`src/bpa_pkg.sv`:
```
// Package for the bitmap page allocator.
// Holds field widths, request and status codes, the sequencer state type
// and the bit-finder result struct. No dependencies.
package bpa_pkg;

  localparam int OFF_W     = 22;
  localparam int CNT_W     = 11;
  localparam int STATUS_W  = 2;
  localparam int WORD_BITS = 64;
  localparam int BIT_IDX_W = 6;

  localparam logic KIND_ACQUIRE = 1'b0;
  localparam logic KIND_RELEASE = 1'b1;

  localparam logic [STATUS_W-1:0] STATUS_DONE        = 2'd0;
  localparam logic [STATUS_W-1:0] STATUS_FULL        = 2'd1;
  localparam logic [STATUS_W-1:0] STATUS_BAD_RELEASE = 2'd2;

  localparam logic [CNT_W-1:0] ALLOWED_RESET = 11'd1024;

  typedef enum logic [2:0] {
    ST_CLEAR,
    ST_IDLE,
    ST_SCAN,
    ST_DIV,
    ST_REL_RD,
    ST_REL_CHK,
    ST_RESP
  } state_t;

  typedef struct packed {
    logic                 found;
    logic [BIT_IDX_W-1:0] bit_idx;
  } find_t;

endpackage

```
`src/bitmap_page_allocator.sv`:
```
// Bitmap page allocator: first-fit page acquire and release over a used-page
// bitmap in RAM. Depends on bpa_pkg, bpa_ram, bpa_div and bpa_find.
//
// Usage:
//   Input channel in_valid/in_stall carries in_kind (0 acquire, 1 release)
//   and in_release_offset. Result channel out_valid/out_stall carries
//   out_status, out_page_offset and out_used_pages, one result per
//   transaction. cfg_wr_en/cfg_wr_data writes the page limit (allowed_pages);
//   write it only while no transaction is in flight.
//   One transaction is worked on at a time; in_stall is high meanwhile.
//   Acquire: one 64-bit bitmap word is read per cycle; the lowest free page
//   under the limit is marked used, or status is FULL when none is free.
//   Release: a registered reciprocal multiply gives the page, then its word is
//   read and the bit cleared; a clear bit or out-of-range page gives BAD_RELEASE.
//   The result sits in an output register; a new transaction is taken while
//   it waits. If the receiver stalls, the next result holds the block in its
//   final cycle until the output register frees.
//   After reset the bitmap is cleared one word per cycle, with in_stall high;
//   the limit resets to 1024, the count to 0.
module bitmap_page_allocator #(
  parameter int BITMAP_WORDS = 16,
  parameter int PAGE_BYTES   = 4096
) (
  input  logic                          clk,
  input  logic                          rst_n,
  input  logic                          in_valid,
  output logic                          in_stall,
  input  logic                          in_kind,
  input  logic [bpa_pkg::OFF_W-1:0]     in_release_offset,
  output logic                          out_valid,
  input  logic                          out_stall,
  output logic [bpa_pkg::STATUS_W-1:0]  out_status,
  output logic [bpa_pkg::OFF_W-1:0]     out_page_offset,
  output logic [bpa_pkg::CNT_W-1:0]     out_used_pages,
  input  logic                          cfg_wr_en,
  input  logic [bpa_pkg::CNT_W-1:0]     cfg_wr_data
);

  localparam int WADDR_W     = (BITMAP_WORDS > 1) ? $clog2(BITMAP_WORDS) : 1;
  localparam int PAGE_W      = WADDR_W + bpa_pkg::BIT_IDX_W;
  localparam int LIM_W       = PAGE_W + 1;
  localparam int TOTAL_PAGES = BITMAP_WORDS * bpa_pkg::WORD_BITS;
  localparam int CMP_W       = (LIM_W > bpa_pkg::CNT_W) ? LIM_W : bpa_pkg::CNT_W;
  localparam int PB_W        = $clog2(PAGE_BYTES + 1);
  localparam int PROD_W      = PAGE_W + PB_W;
  localparam int MUL_W       = (PROD_W > bpa_pkg::OFF_W) ? PROD_W : bpa_pkg::OFF_W;

  bpa_pkg::state_t state_r, state_nxt;

  logic [WADDR_W-1:0]             clr_addr_r, clr_addr_nxt;
  logic [bpa_pkg::CNT_W-1:0]      allowed_r;
  logic [bpa_pkg::CNT_W-1:0]      count_r, count_nxt;
  logic [WADDR_W-1:0]             scan_addr_r, scan_addr_nxt;
  logic                           iss_r, iss_nxt;
  logic                           chk_valid_r, chk_valid_nxt;
  logic [WADDR_W-1:0]             chk_addr_r, chk_addr_nxt;
  logic [PAGE_W-1:0]              page_r, page_nxt;
  logic                           acq_r, acq_nxt;
  logic [bpa_pkg::STATUS_W-1:0]   status_r, status_nxt;

  logic                           out_valid_r, out_valid_nxt;
  logic [bpa_pkg::STATUS_W-1:0]   out_status_r, out_status_nxt;
  logic [bpa_pkg::OFF_W-1:0]      out_offset_r, out_offset_nxt;
  logic [bpa_pkg::CNT_W-1:0]      out_used_r, out_used_nxt;

  logic                           ram_wr_en;
  logic [WADDR_W-1:0]             ram_wr_addr;
  logic [bpa_pkg::WORD_BITS-1:0]  ram_wr_data;
  logic                           ram_rd_en;
  logic [WADDR_W-1:0]             ram_rd_addr;
  logic [bpa_pkg::WORD_BITS-1:0]  ram_rd_data;

  logic                           div_start;
  logic                           div_done;
  logic [bpa_pkg::OFF_W-1:0]      div_quo;

  bpa_pkg::find_t                 fr;
  logic [bpa_pkg::WORD_BITS-1:0]  set_word;

  logic                           in_accept;
  logic                           out_free;
  logic [LIM_W-1:0]               lim;
  logic                           scan_last;
  logic                           quo_ok;
  logic                           rel_bit;
  logic [bpa_pkg::WORD_BITS-1:0]  rel_word;
  logic [MUL_W-1:0]               prod;

  bpa_ram #(
    .WIDTH (bpa_pkg::WORD_BITS),
    .DEPTH (BITMAP_WORDS)
  ) u_bitmap (
    .clk     (clk),
    .wr_en   (ram_wr_en),
    .wr_addr (ram_wr_addr),
    .wr_data (ram_wr_data),
    .rd_en   (ram_rd_en),
    .rd_addr (ram_rd_addr),
    .rd_data (ram_rd_data)
  );

  bpa_div #(
    .PAGE_BYTES (PAGE_BYTES)
  ) u_div (
    .clk      (clk),
    .rst_n    (rst_n),
    .start    (div_start),
    .dividend (in_release_offset),
    .done     (div_done),
    .quotient (div_quo)
  );

  bpa_find #(
    .WADDR_W (WADDR_W),
    .LIM_W   (LIM_W)
  ) u_find (
    .word     (ram_rd_data),
    .word_idx (chk_addr_r),
    .lim      (lim),
    .res      (fr),
    .set_word (set_word)
  );

  assign in_stall  = (state_r != bpa_pkg::ST_IDLE);
  assign in_accept = in_valid && !in_stall;
  assign out_free  = !out_valid_r || !out_stall;

  assign lim = (CMP_W'(allowed_r) > CMP_W'(TOTAL_PAGES)) ? LIM_W'(TOTAL_PAGES)
                                                         : LIM_W'(allowed_r);
  assign scan_last = (scan_addr_r == WADDR_W'(BITMAP_WORDS - 1)) ||
                     ((LIM_W'({scan_addr_r, 6'b0}) + LIM_W'(64)) >= lim);
  assign quo_ok    = (div_quo < bpa_pkg::OFF_W'(TOTAL_PAGES));
  assign rel_bit   = ram_rd_data[page_r[bpa_pkg::BIT_IDX_W-1:0]];
  assign rel_word  = ram_rd_data & ~(64'(1) << page_r[bpa_pkg::BIT_IDX_W-1:0]);
  assign prod      = MUL_W'(page_r) * MUL_W'(PAGE_BYTES);

  // next state
  always_comb begin
    state_nxt = state_r;
    unique case (state_r)
      bpa_pkg::ST_CLEAR: begin
        if (clr_addr_r == WADDR_W'(BITMAP_WORDS - 1)) begin
          state_nxt = bpa_pkg::ST_IDLE;
        end
      end
      bpa_pkg::ST_IDLE: begin
        if (in_accept) begin
          state_nxt = (in_kind == bpa_pkg::KIND_ACQUIRE) ? bpa_pkg::ST_SCAN
                                                         : bpa_pkg::ST_DIV;
        end
      end
      bpa_pkg::ST_SCAN: begin
        if ((chk_valid_r && fr.found) || (!iss_r && !chk_valid_r)) begin
          state_nxt = bpa_pkg::ST_RESP;
        end
      end
      bpa_pkg::ST_DIV: begin
        if (div_done) begin
          state_nxt = quo_ok ? bpa_pkg::ST_REL_RD : bpa_pkg::ST_RESP;
        end
      end
      bpa_pkg::ST_REL_RD: begin
        state_nxt = bpa_pkg::ST_REL_CHK;
      end
      bpa_pkg::ST_REL_CHK: begin
        state_nxt = bpa_pkg::ST_RESP;
      end
      bpa_pkg::ST_RESP: begin
        if (out_free) begin
          state_nxt = bpa_pkg::ST_IDLE;
        end
      end
      default: begin
        state_nxt = bpa_pkg::ST_CLEAR;
      end
    endcase
  end

  // datapath and RAM control
  always_comb begin
    clr_addr_nxt   = clr_addr_r;
    count_nxt      = count_r;
    scan_addr_nxt  = scan_addr_r;
    iss_nxt        = iss_r;
    chk_valid_nxt  = chk_valid_r;
    chk_addr_nxt   = chk_addr_r;
    page_nxt       = page_r;
    acq_nxt        = acq_r;
    status_nxt     = status_r;
    out_valid_nxt  = out_valid_r;
    out_status_nxt = out_status_r;
    out_offset_nxt = out_offset_r;
    out_used_nxt   = out_used_r;
    ram_wr_en      = 1'b0;
    ram_wr_addr    = chk_addr_r;
    ram_wr_data    = set_word;
    ram_rd_en      = 1'b0;
    ram_rd_addr    = scan_addr_r;
    div_start      = 1'b0;

    if (out_valid_r && !out_stall) begin
      out_valid_nxt = 1'b0;
    end

    unique case (state_r)
      bpa_pkg::ST_CLEAR: begin
        ram_wr_en    = 1'b1;
        ram_wr_addr  = clr_addr_r;
        ram_wr_data  = '0;
        clr_addr_nxt = clr_addr_r + WADDR_W'(1);
      end
      bpa_pkg::ST_IDLE: begin
        if (in_accept) begin
          acq_nxt = (in_kind == bpa_pkg::KIND_ACQUIRE);
          if (in_kind == bpa_pkg::KIND_ACQUIRE) begin
            scan_addr_nxt = '0;
            iss_nxt       = (lim != '0);
            chk_valid_nxt = 1'b0;
          end else begin
            div_start = 1'b1;
          end
        end
      end
      bpa_pkg::ST_SCAN: begin
        ram_rd_en     = iss_r;
        ram_rd_addr   = scan_addr_r;
        chk_valid_nxt = iss_r;
        chk_addr_nxt  = scan_addr_r;
        if (iss_r) begin
          if (scan_last) begin
            iss_nxt = 1'b0;
          end else begin
            scan_addr_nxt = scan_addr_r + WADDR_W'(1);
          end
        end
        if (chk_valid_r && fr.found) begin
          ram_wr_en   = 1'b1;
          ram_wr_addr = chk_addr_r;
          ram_wr_data = set_word;
          page_nxt    = {chk_addr_r, fr.bit_idx};
          count_nxt   = count_r + bpa_pkg::CNT_W'(1);
          status_nxt  = bpa_pkg::STATUS_DONE;
        end else if (!iss_r && !chk_valid_r) begin
          status_nxt = bpa_pkg::STATUS_FULL;
        end
      end
      bpa_pkg::ST_DIV: begin
        if (div_done) begin
          if (quo_ok) begin
            page_nxt = div_quo[PAGE_W-1:0];
          end else begin
            status_nxt = bpa_pkg::STATUS_BAD_RELEASE;
          end
        end
      end
      bpa_pkg::ST_REL_RD: begin
        ram_rd_en   = 1'b1;
        ram_rd_addr = page_r[PAGE_W-1:bpa_pkg::BIT_IDX_W];
      end
      bpa_pkg::ST_REL_CHK: begin
        if (rel_bit) begin
          ram_wr_en   = 1'b1;
          ram_wr_addr = page_r[PAGE_W-1:bpa_pkg::BIT_IDX_W];
          ram_wr_data = rel_word;
          count_nxt   = count_r - bpa_pkg::CNT_W'(1);
          status_nxt  = bpa_pkg::STATUS_DONE;
        end else begin
          status_nxt = bpa_pkg::STATUS_BAD_RELEASE;
        end
      end
      bpa_pkg::ST_RESP: begin
        if (out_free) begin
          out_valid_nxt  = 1'b1;
          out_status_nxt = status_r;
          out_used_nxt   = count_r;
          if (acq_r && (status_r == bpa_pkg::STATUS_DONE)) begin
            out_offset_nxt = prod[bpa_pkg::OFF_W-1:0];
          end else begin
            out_offset_nxt = '0;
          end
        end
      end
      default: begin
      end
    endcase
  end

  always_ff @(posedge clk) begin
    if (!rst_n) begin
      state_r     <= bpa_pkg::ST_CLEAR;
      clr_addr_r  <= '0;
      allowed_r   <= bpa_pkg::ALLOWED_RESET;
      count_r     <= '0;
      iss_r       <= 1'b0;
      chk_valid_r <= 1'b0;
      out_valid_r <= 1'b0;
    end else begin
      state_r     <= state_nxt;
      clr_addr_r  <= clr_addr_nxt;
      count_r     <= count_nxt;
      iss_r       <= iss_nxt;
      chk_valid_r <= chk_valid_nxt;
      out_valid_r <= out_valid_nxt;
      if (cfg_wr_en) begin
        allowed_r <= cfg_wr_data;
      end
    end
    scan_addr_r  <= scan_addr_nxt;
    chk_addr_r   <= chk_addr_nxt;
    page_r       <= page_nxt;
    acq_r        <= acq_nxt;
    status_r     <= status_nxt;
    out_status_r <= out_status_nxt;
    out_offset_r <= out_offset_nxt;
    out_used_r   <= out_used_nxt;
  end

  assign out_valid       = out_valid_r;
  assign out_status      = out_status_r;
  assign out_page_offset = out_offset_r;
  assign out_used_pages  = out_used_r;

endmodule

```
`src/bpa_ram.sv`:
```
// Generic simple dual-port RAM with registered read.
// One write port, one read port. No dependencies.
module bpa_ram #(
  parameter int WIDTH = 64,
  parameter int DEPTH = 16
) (
  input  logic                                      clk,
  input  logic                                      wr_en,
  input  logic [((DEPTH > 1) ? $clog2(DEPTH) : 1)-1:0] wr_addr,
  input  logic [WIDTH-1:0]                          wr_data,
  input  logic                                      rd_en,
  input  logic [((DEPTH > 1) ? $clog2(DEPTH) : 1)-1:0] rd_addr,
  output logic [WIDTH-1:0]                          rd_data
);

  logic [WIDTH-1:0] mem [DEPTH];
  logic [WIDTH-1:0] rd_data_r;

  always_ff @(posedge clk) begin
    if (wr_en) begin
      mem[wr_addr] <= wr_data;
    end
    if (rd_en) begin
      rd_data_r <= mem[rd_addr];
    end
  end

  assign rd_data = rd_data_r;

endmodule

```
`src/bpa_div.sv`:
```
// Divider of a byte offset by the constant page size, done as one
// multiply by the rounded-up reciprocal; the result is registered. Depends on bpa_pkg.
module bpa_div #(
  parameter int PAGE_BYTES = 4096
) (
  input  logic                       clk,
  input  logic                       rst_n,
  input  logic                       start,
  input  logic [bpa_pkg::OFF_W-1:0]  dividend,
  output logic                       done,
  output logic [bpa_pkg::OFF_W-1:0]  quotient
);

  // exact for every OFF_W-bit dividend: reciprocal error stays below 1/PAGE_BYTES
  localparam int SH                = bpa_pkg::OFF_W + $clog2(PAGE_BYTES);
  localparam longint unsigned RECIP = ((64'd1 << SH) + 64'(PAGE_BYTES) - 64'd1) /
                                      64'(PAGE_BYTES);
  localparam int RCP_W             = bpa_pkg::OFF_W + 1;
  localparam int PRD_W             = bpa_pkg::OFF_W + RCP_W;

  logic [RCP_W-1:0]          rcp;
  logic [PRD_W-1:0]          prod;
  logic [PRD_W-1:0]          shifted;
  logic [bpa_pkg::OFF_W-1:0] quo_r, quo_nxt;
  logic                      done_r, done_nxt;

  always_comb begin
    rcp      = RCP_W'(RECIP);
    prod     = {{RCP_W{1'b0}}, dividend} * {{bpa_pkg::OFF_W{1'b0}}, rcp};
    shifted  = prod >> SH;
    quo_nxt  = quo_r;
    done_nxt = start;
    if (start) begin
      quo_nxt = shifted[bpa_pkg::OFF_W-1:0];
    end
  end

  always_ff @(posedge clk) begin
    if (!rst_n) begin
      done_r <= 1'b0;
    end else begin
      done_r <= done_nxt;
    end
    quo_r <= quo_nxt;
  end

  assign done     = done_r;
  assign quotient = quo_r;

endmodule

```
`src/bpa_find.sv`:
```
// Lowest free page finder for one 64-bit bitmap word under the page limit.
// Masks pages at or above the limit, isolates the lowest zero. Depends on bpa_pkg.
module bpa_find #(
  parameter int WADDR_W = 4,
  parameter int LIM_W   = 11
) (
  input  logic [bpa_pkg::WORD_BITS-1:0] word,
  input  logic [WADDR_W-1:0]            word_idx,
  input  logic [LIM_W-1:0]              lim,
  output bpa_pkg::find_t                res,
  output logic [bpa_pkg::WORD_BITS-1:0] set_word
);

  logic [LIM_W-1:0]              base;
  logic [LIM_W-1:0]              rem;
  logic [bpa_pkg::WORD_BITS-1:0] mask;
  logic [bpa_pkg::WORD_BITS-1:0] avail;
  logic [bpa_pkg::WORD_BITS-1:0] iso;
  logic [bpa_pkg::BIT_IDX_W-1:0] idx;

  always_comb begin
    base = LIM_W'({word_idx, 6'b0});
    rem  = lim - base;
    if (|rem[LIM_W-1:bpa_pkg::BIT_IDX_W]) begin
      mask = '1;
    end else begin
      mask = (64'(1) << rem[bpa_pkg::BIT_IDX_W-1:0]) - 64'(1);
    end
    avail = ~word & mask;
    iso   = avail & (~avail + 64'(1));
    idx   = '0;
    for (int b = 0; b < bpa_pkg::WORD_BITS; b++) begin
      if (iso[b]) begin
        idx = idx | bpa_pkg::BIT_IDX_W'(b);
      end
    end
    res.found   = |avail;
    res.bit_idx = idx;
    set_word    = word | iso;
  end

endmodule
```
`config.mk`:
```
export PLATFORM = sky130hd
export DESIGN_NAME = bitmap_page_allocator
export DESIGN_NICKNAME = d
export VERILOG_FILES = /design/src/bpa_pkg.sv /design/src/bitmap_page_allocator.sv /design/src/bpa_ram.sv /design/src/bpa_div.sv /design/src/bpa_find.sv
export SDC_FILE = /design/constraint.sdc
export NUM_CORES = 2
export LEC_CHECK = 0
export BUFFER_PORTS_ARGS = -buffer_cell sky130_fd_sc_hd__buf_2
export CORE_ASPECT_RATIO = 0.75
export CORE_MARGIN = 4
export CORE_UTILIZATION = 57
export DETAILED_ROUTE_END_ITERATION = 12
export GPL_TIMING_DRIVEN = 0
export PLACE_DENSITY_LB_ADDON = 0.2
export SETUP_SLACK_MARGIN = 0.02
export SLEW_MARGIN = 25
export SYNTH_ARGS = -nofsm -noshare
export SYNTH_HDL_FRONTEND = slang
export SYNTH_SLANG_ARGS = --single-unit
```
`constraint.sdc`:
```
create_clock -name clk -period 8.68 [get_ports clk]
set_input_delay 0.868 -clock clk [delete_from_list [all_inputs] [get_ports clk]]
set_output_delay 0.868 -clock clk [all_outputs]
set_load 0.005 [all_outputs]
```
## Yosys cells after proc, flatten, opt, wreduce, memory -nomap -nowiden

Memories as Yosys holds them, arrays and structs flattened. A register that Yosys moved wholly into a read port is not among the register bits.
Index checks and enable logic that the tools add are counted.
W data, S select, Z words.

- Add/subtract/negate cells: 8
- $mul: 0
- Div/mod/pow operators: 0
- Magnitude comparators: 4
- Eq/ne operators: 24
- Shift-type cells: 2
- Mux-type cells: 174
- Bitwise logic cells: 8
- Reduce and logical (&&, ||, !) cells: 31

Operator list:

| kind | count |
|---|---|
| $mux W64 | 4 |
| $and A64 B64 Y64 | 3 |
| $mux W6 | 32 |
| $not A64 Y64 | 3 |
| $pmux W64 S3 | 1 |
| $shl A1 B6 Y64 const A | 2 |
| $mux W22 | 5 |
| $mux W11 | 9 |
| $mux W4 | 22 |
| $mux W5 | 16 |
| $mux W10 | 7 |
| $add A64 B1 Y64 const B | 1 |
| $or A64 B64 Y64 | 1 |
| $reduce_or A64 Y1 | 1 |
| $sub A64 B2 Y64 const B | 1 |
| $mux W3 | 14 |
| $mux W1 | 36 |
| $mux W2 | 17 |
| $ne A2 B2 Y1 const B | 12 |
| $pmux W11 S2 | 1 |
| $pmux W3 S7 | 1 |
| $pmux W10 S2 | 1 |
| $reduce_and A5 Y1 | 3 |
| $pmux W4 S3 | 1 |
| other kinds (34) | 57 |

- Register bits after elaboration: 99
- Latch bits: 0
- Bits in writable memories: 1024
- Bits in read-only memories: 0
- Logic and storage cells: 269
- Memories kept: 1

Memories:

| memory | words | width | read ports | clocked after Yosys merged registers in | wr ports | RTL line | text |
|---|---|---|---|---|---|---|---|
| u_bitmap.mem | 16 | 64 | 1 | 1 | 1 | bpa_ram.sv:16 | `logic [WIDTH-1:0] mem [DEPTH];` |

## Depth between registers and ports, before layout

- Word-level depth: 76
- Depth in mapped cells: 22
- Gate-level depth less buffers: 16

## Hierarchy

A second synthesis with hierarchy kept.

- Cells, all modules: 2925
- Area, all modules: 50165.6 um2

Modules (own cells, without submodules):

| module | instances | cells each | area an instance (um2) | sequential area each (um2) |
|---|---|---|---|---|
| bpa_ram | 1 | 1647 | 40222.3 | 32671.3 |
| bitmap_page_allocator | 1 | 615 | 5555.3 | 1961.9 |
| bpa_find | 1 | 638 | 3967.6 | 0.0 |
| bpa_div | 1 | 25 | 420.4 | 320.3 |

## Worst setup path after synthesis

OpenSTA, ideal clock, no wires.

- Path type: reg-to-reg
- Start point: register allowed_r[4] (netlist name)
- End point: memory u_bitmap.mem[12][0] (enable)
- Library setup time: 0.565 ns
- Data arrival time: 8.300 ns
- Slack: -0.185 ns
- Stages on the path, launching flop included: 20
- Cell sequence: dfxtp_1 > buf_2 > clkbuf_1 > clkbuf_1 > o21bai_1 > nand2_1 > ha_1 > buf_2 > nor3b_1 > a221oi_4 > a211oi_1 > buf_2 > a21oi_1 > a21oi_1 > or3_1 > and4bb_2 > nand4_2 > and2_1 > a41oi_2 > nor3_1

- Cells in the longest elaborated chain, start to end: 14
- Elaborated cells on any way between the ends: 15

RTL lines:

| element | RTL line | text |
|---|---|---|
| start: declaration | bitmap_page_allocator.sv:51 | `logic [bpa_pkg::CNT_W-1:0] allowed_r;` |
| start signal: assignment | bitmap_page_allocator.sv:292 | `allowed_r <= bpa_pkg::ALLOWED_RESET;` |
| start signal: assignment | bitmap_page_allocator.sv:305 | `allowed_r <= cfg_wr_data;` |
| $gt A11 B11 Y1 | bitmap_page_allocator.sv:128 | `assign lim = (CMP_W'(allowed_r) > CMP_W'(TOTAL_PAGES)) ? LIM_W'(TOTAL_PAGES)` |
| $mux W11 * | bitmap_page_allocator.sv:128 |  |
| $sub A11 B10 Y11 * | bpa_find.sv:23 | `rem = lim - base;` |
| $shl A1 B6 Y64 | bpa_find.sv:27 | `mask = (64'(1) << rem[bpa_pkg::BIT_IDX_W-1:0]) - 64'(1);` |
| $sub A64 B2 Y64 | bpa_find.sv:27 |  |
| $mux W64 * | bpa_find.sv:24 | `if (\|rem[LIM_W-1:bpa_pkg::BIT_IDX_W]) begin` |
| $and A64 B64 Y64 * | bpa_find.sv:29 | `avail = ~word & mask;` |
| $reduce_or A64 Y1 * | bpa_find.sv:37 | `res.found = \|avail;` |
| $logic_and A1 B1 Y1 * | bitmap_page_allocator.sv:236 | `if (chk_valid_r && fr.found) begin` |
| $mux W1 * | bitmap_page_allocator.sv:236 |  |
| $mux W1 * | bitmap_page_allocator.sv:205 | `unique case (state_r)` |
| $pmux W1 S3 * | bitmap_page_allocator.sv:205 |  |
| $mux W1 * | bpa_ram.sv:20 | `if (wr_en) begin` |
| $mux W1 (not written as such) * | bpa_ram.sv:21 | `mem[wr_addr] <= wr_data;` |
| end: declaration | bpa_ram.sv:16 |  |

Mark *: on every way between the ends. The rest lies on a longest branch, timed or not. The select of a mux whose other input is x is not followed.

## Worst setup path in the final report

- Start point: register allowed_r[0] (netlist name)
- End point: memory u_bitmap.mem[12][27] (enable)

The elaborated chain is that of the path after synthesis.

==> results.toml <==
[clock_network]
clk_path_buf_depth = 3
clk_pin_slew_ns = 0.10
numClockSinks = 1175
cts_made_buffers = 105
h-tree-depth = 3
cts_hold_buf = 0
cts_tree = "done"
insertion_delay_ns = 0.71
postCtsSetupRepairBufs = 0
cts_root_buf = "clkbuf_16"

[pwr]
power.leakage_nw = 19.1
swShare_pct = 27.3
p_int_w = 0.0105
p_comb_share_pct = 16.9
pwr-share-seq_pct = 51.5
pwr-share-clk_pct = 31.6
power.net_switching_w = 0.00396
peakVddDrop_mv = 0.209
finalPower_w = 0.0145
power.density_mw_per_mm2 = 249

[sta]
fin_crit_ns = 8.49
holdWs_ns = 0.349
grt_setup_unrepaired = "no"
hold_violations = 0
fin_skew_ns = 0.0693
slew_viol_final = 0
final.period_utilization_pct = 97.8
tightest_slew_ns = 1.19
timing.fmax_mhz = 118
setup_viol = 0
slew_headroom_pct = 20.7

[worst_setup_path]
cp_top_family = "simple AND/OR/NAND/NOR gates"
cp_max_fo = 10
crit_buf_inv = 9
r2r_cells = 24
cp_slowest_cell = "nor4_4"
r2r-end = "u_bitmap.mem[12][27]$_DFFE_PP_"
criticalPathCategory = "reg -> reg"
crit_path_frequent_cell = "buf_4"
crit_cells = 24
reg2reg_from = "allowed_r[0]$_SDFFE_PN0P_"
cpPeakStageDelay_ns = 0.64
rrSetupSlack_ns = 0.19
arrival_ns = 8.94
path_cells = "clkbuf_1, buf_1, nand2b_1, nor2_1, nand2_1, ha_1, buf_2, nor3b_1, a221oi_4, nor3_1, xnor2_1, a211oi_2, nand4_1, nor4_4, nand4_2, and2_1, a41oi_4, nor3_2, buf_4, buf_4, buf_4, buf_4, buf_4, buf_4"
startpoint_type = "flip-flop"
worstSetupStartpoint = "allowed_r[0]$_SDFFE_PN0P_"
endpoint_kind = "flip-flop"
worst-endpoint-required_ns = 9.13

[place]
place_area_mm2 = 0.0547
portBuffers = 51
gp_congestion = 1.10
dp_hpwl_um = 119000

[outcome]
status = "complete, no violations"

[worst_hold_path]
holdCritStartpoint = "in_release_offset[13]"
hold_end = "u_div.quotient[1]$_DFFE_PP_"
hold_depth = 1
min_path_type = "in -> reg"

[synth]
yosysSeqAreaShare_pct = 68.5
synth_edf_count = 1142
avgSynthCellArea_um2 = 16.2
async_reset_ff_share_pct = 0
ys_seq_elements = 1175
synth_ff_type = "edfxtp_1"
netlist_area_mm2 = 0.0510
ys_top_cells_by_area = "edfxtp_1, mux4_2, nand2_1"
ys_types = 104
yosys_warnings = 0
yosysTopAreaCell = "edfxtp_1"
synthCells = 3151
synth_top_area_share_pct = 67.2

[grt]
grt_start_max_net_pins = 24
grt_pass1_vias = 31700
antenna_found_initial = 11
grt_pass1_wl_um = 236000
overflow = 0
grt.total_usage_pct = 35.5

[run]
max_cap_violations = 0

[die]
pin_count = 76
die-area_mm2 = 0.0944
core_mm2 = 0.0882
die_w_um = 353
start_util_pct = 57.8
die_h_um = 267
rows = 94

[finish]
final_core_util_pct = 65.9
nets = 3475
drive_gt1_share_pct = 21.6
n_fill_cell = 5941
areaGrowthSynthToFinish_pct = 13.9
stdcell_area_mm2 = 0.0581

[drt]
wl_um = 167000
viasPerCell = 7.06
ant_nets = 0
drt_first_pass_iters = 6
wl_per_cell_um = 35.9
dr.first_iter.drc_count = 5307
drc_errors = 0
dr_total_vias = 32900
## worst reg2reg max path, cell delays in order (launching register included)
cell and delay, ns:
dfxtp_1 0.44, clkbuf_1 0.47, buf_1 0.62, nand2b_1 0.16, nor2_1 0.25, nand2_1 0.17
ha_1 0.24, buf_2 0.20, nor3b_1 0.20, a221oi_4 0.52, nor3_1 0.21, xnor2_1 0.30
a211oi_2 0.51, nand4_1 0.41, nor4_4 0.64, nand4_2 0.42, and2_1 0.40, a41oi_4 0.61
nor3_2 0.24, buf_4 0.26, buf_4 0.19, buf_4 0.20, buf_4 0.20, buf_4 0.19
buf_4 0.19
## cell type report
type	instances	area, um^2	share of cell area, %
diodes	7	17.5	0.0301
plain buffers	207	940	1.62
clock buffers	124	2700	4.64
clock inverters	71	701	1.21
inverters	40	150	0.258
multi-input cells	1739	15400	26.4
flip-flops and latches	1175	35000	60.1
well taps	1152	1440	2.48
repair buffers	146	1860	3.21
## cell usage in the layout, fill, tap and decap left out, types with 13 or more instances in the layout
cell,synthesis,layout
clkbuf_1,128,122
and3_1,14,14
buf_16,0,28
or3_1,13,13
nand2b_1,25,25
edfxtp_1,1142,1142
buf_6,3,17
dfxtp_1,33,33
a211oi_1,78,77
buf_1,37,27
o22a_1,19,19
ha_1,21,21
nor2_4,0,13
nand3_1,42,42
clkinv_1,1,27
o21ai_1,4,16
a31oi_1,98,98
clkbuf_2,1,29
buf_2,20,78
or2_2,15,15
o21ai_0,108,90
mux4_2,277,277
inv_1,39,39
buf_4,19,47
a21o_1,17,17
nor2_1,153,137
nor3_1,44,40
clkbuf_16,0,105
nor2b_1,31,31
nor4_1,26,25
a21oi_1,130,122
clkinv_2,0,20
and2_1,94,94
buf_12,0,21
o211ai_1,13,13
nand2_1,236,236
mux2i_1,23,22
nand4_1,26,26
## worst max path at each step
stage	to	slack, ns
after floorplan	u_bitmap.mem[12][0]$_DFFE_PP_	-0.18
after global placement	u_bitmap.mem[12][27]$_DFFE_PP_	-8.20
after detailed placement	u_bitmap.mem[12][30]$_DFFE_PP_	-0.05
after CTS	u_bitmap.mem[12][31]$_DFFE_PP_	0.1
after global routing	u_bitmap.mem[12][30]$_DFFE_PP_	0.03
final	u_bitmap.mem[12][27]$_DFFE_PP_	0.19
## Yosys cell counts, types with 31 or more instances
cell and count:
edfxtp_1 1142, dfxtp_1 33, nor2b_1 31, nor3_1 44, buf_1 37, a211oi_1 78
clkbuf_1 128, nand3_1 42, mux4_2 277, inv_1 39, nand2_1 236, o21ai_0 108
a21oi_1 130, and2_1 94, nor2_1 153, a31oi_1 98
## metal layers
metal | part of all wire [%] | vias to the layer above | wire (um) | GRT usage [%]
li1 | - | 13300 | - | -
met1 | 40 | 17000 | 67400 | 53.1
met2 | 42 | 2348 | 70500 | 49.3
met3 | 13 | 325 | 22300 | 11.4
met4 | 4.2 | 2 | 7010 | 13.4
met5 | 0.0042 | - | 7 | 0
## state kept, by name, indices dropped and copies added (netlist names)
name              flops
u_bitmap.rd_data     64
scan_addr_r           4
u_div.done            1
page_r               10
state_r               3
out_used_pages       11
chk_addr_r            4
chk_valid_r           1
out_status            2
u_bitmap.mem       1024
u_div.quotient       10
out_page_offset      10
out_valid             1
allowed_r            11
clr_addr_r            4
count_r              11
iss_r                 1
acq_r                 1
status_r              2
## metrics by stage
stage	setup WS, ns	cells	setup TNS, ns
2_1_floorplan	-0.185	3162	-23.66
3_3_place_gp	-8.20	4365	-4419.73
3_5_place_dp	-0.0515	4460	-0.409
4_1_cts	0.0958	4655	0
5_1_grt	0.0254	4655	0
6_report	0.193	4661	0
## power groups by stage
stage / clock [W] / combinational (W) / sequential, W
after floorplan: 0 / 0.00119 / 0.00757
after global placement: 0 / 0.00192 / 0.00769
after detailed placement: 0 / 0.00236 / 0.00757
after CTS: 0.00462 / 0.00239 / 0.00747
after global routing: 0.00490 / 0.00254 / 0.00751
final: 0.00459 / 0.00244 / 0.00747
## timing repair
item | in CTS | in global routing
setup endpoints to repair | 15 | 38
pin swaps | 0 | 0
endpoints found under the hold margin | 0 | 0
resized for setup | 1 | 4
## logic make-up after synthesis
logic type / share of synthesized area (%)
DFF: 68.5
buffers and inverters: 2.06
xor gates and xnor gates: 0.275
muxes: 12.7
adders and majority gates: 0.554
and+or+nand+nor: 8.10
AOI/OAI and AO/OA: 7.78
other: 0.00735
Note: power is estimated with default switching activity, not from simulation.
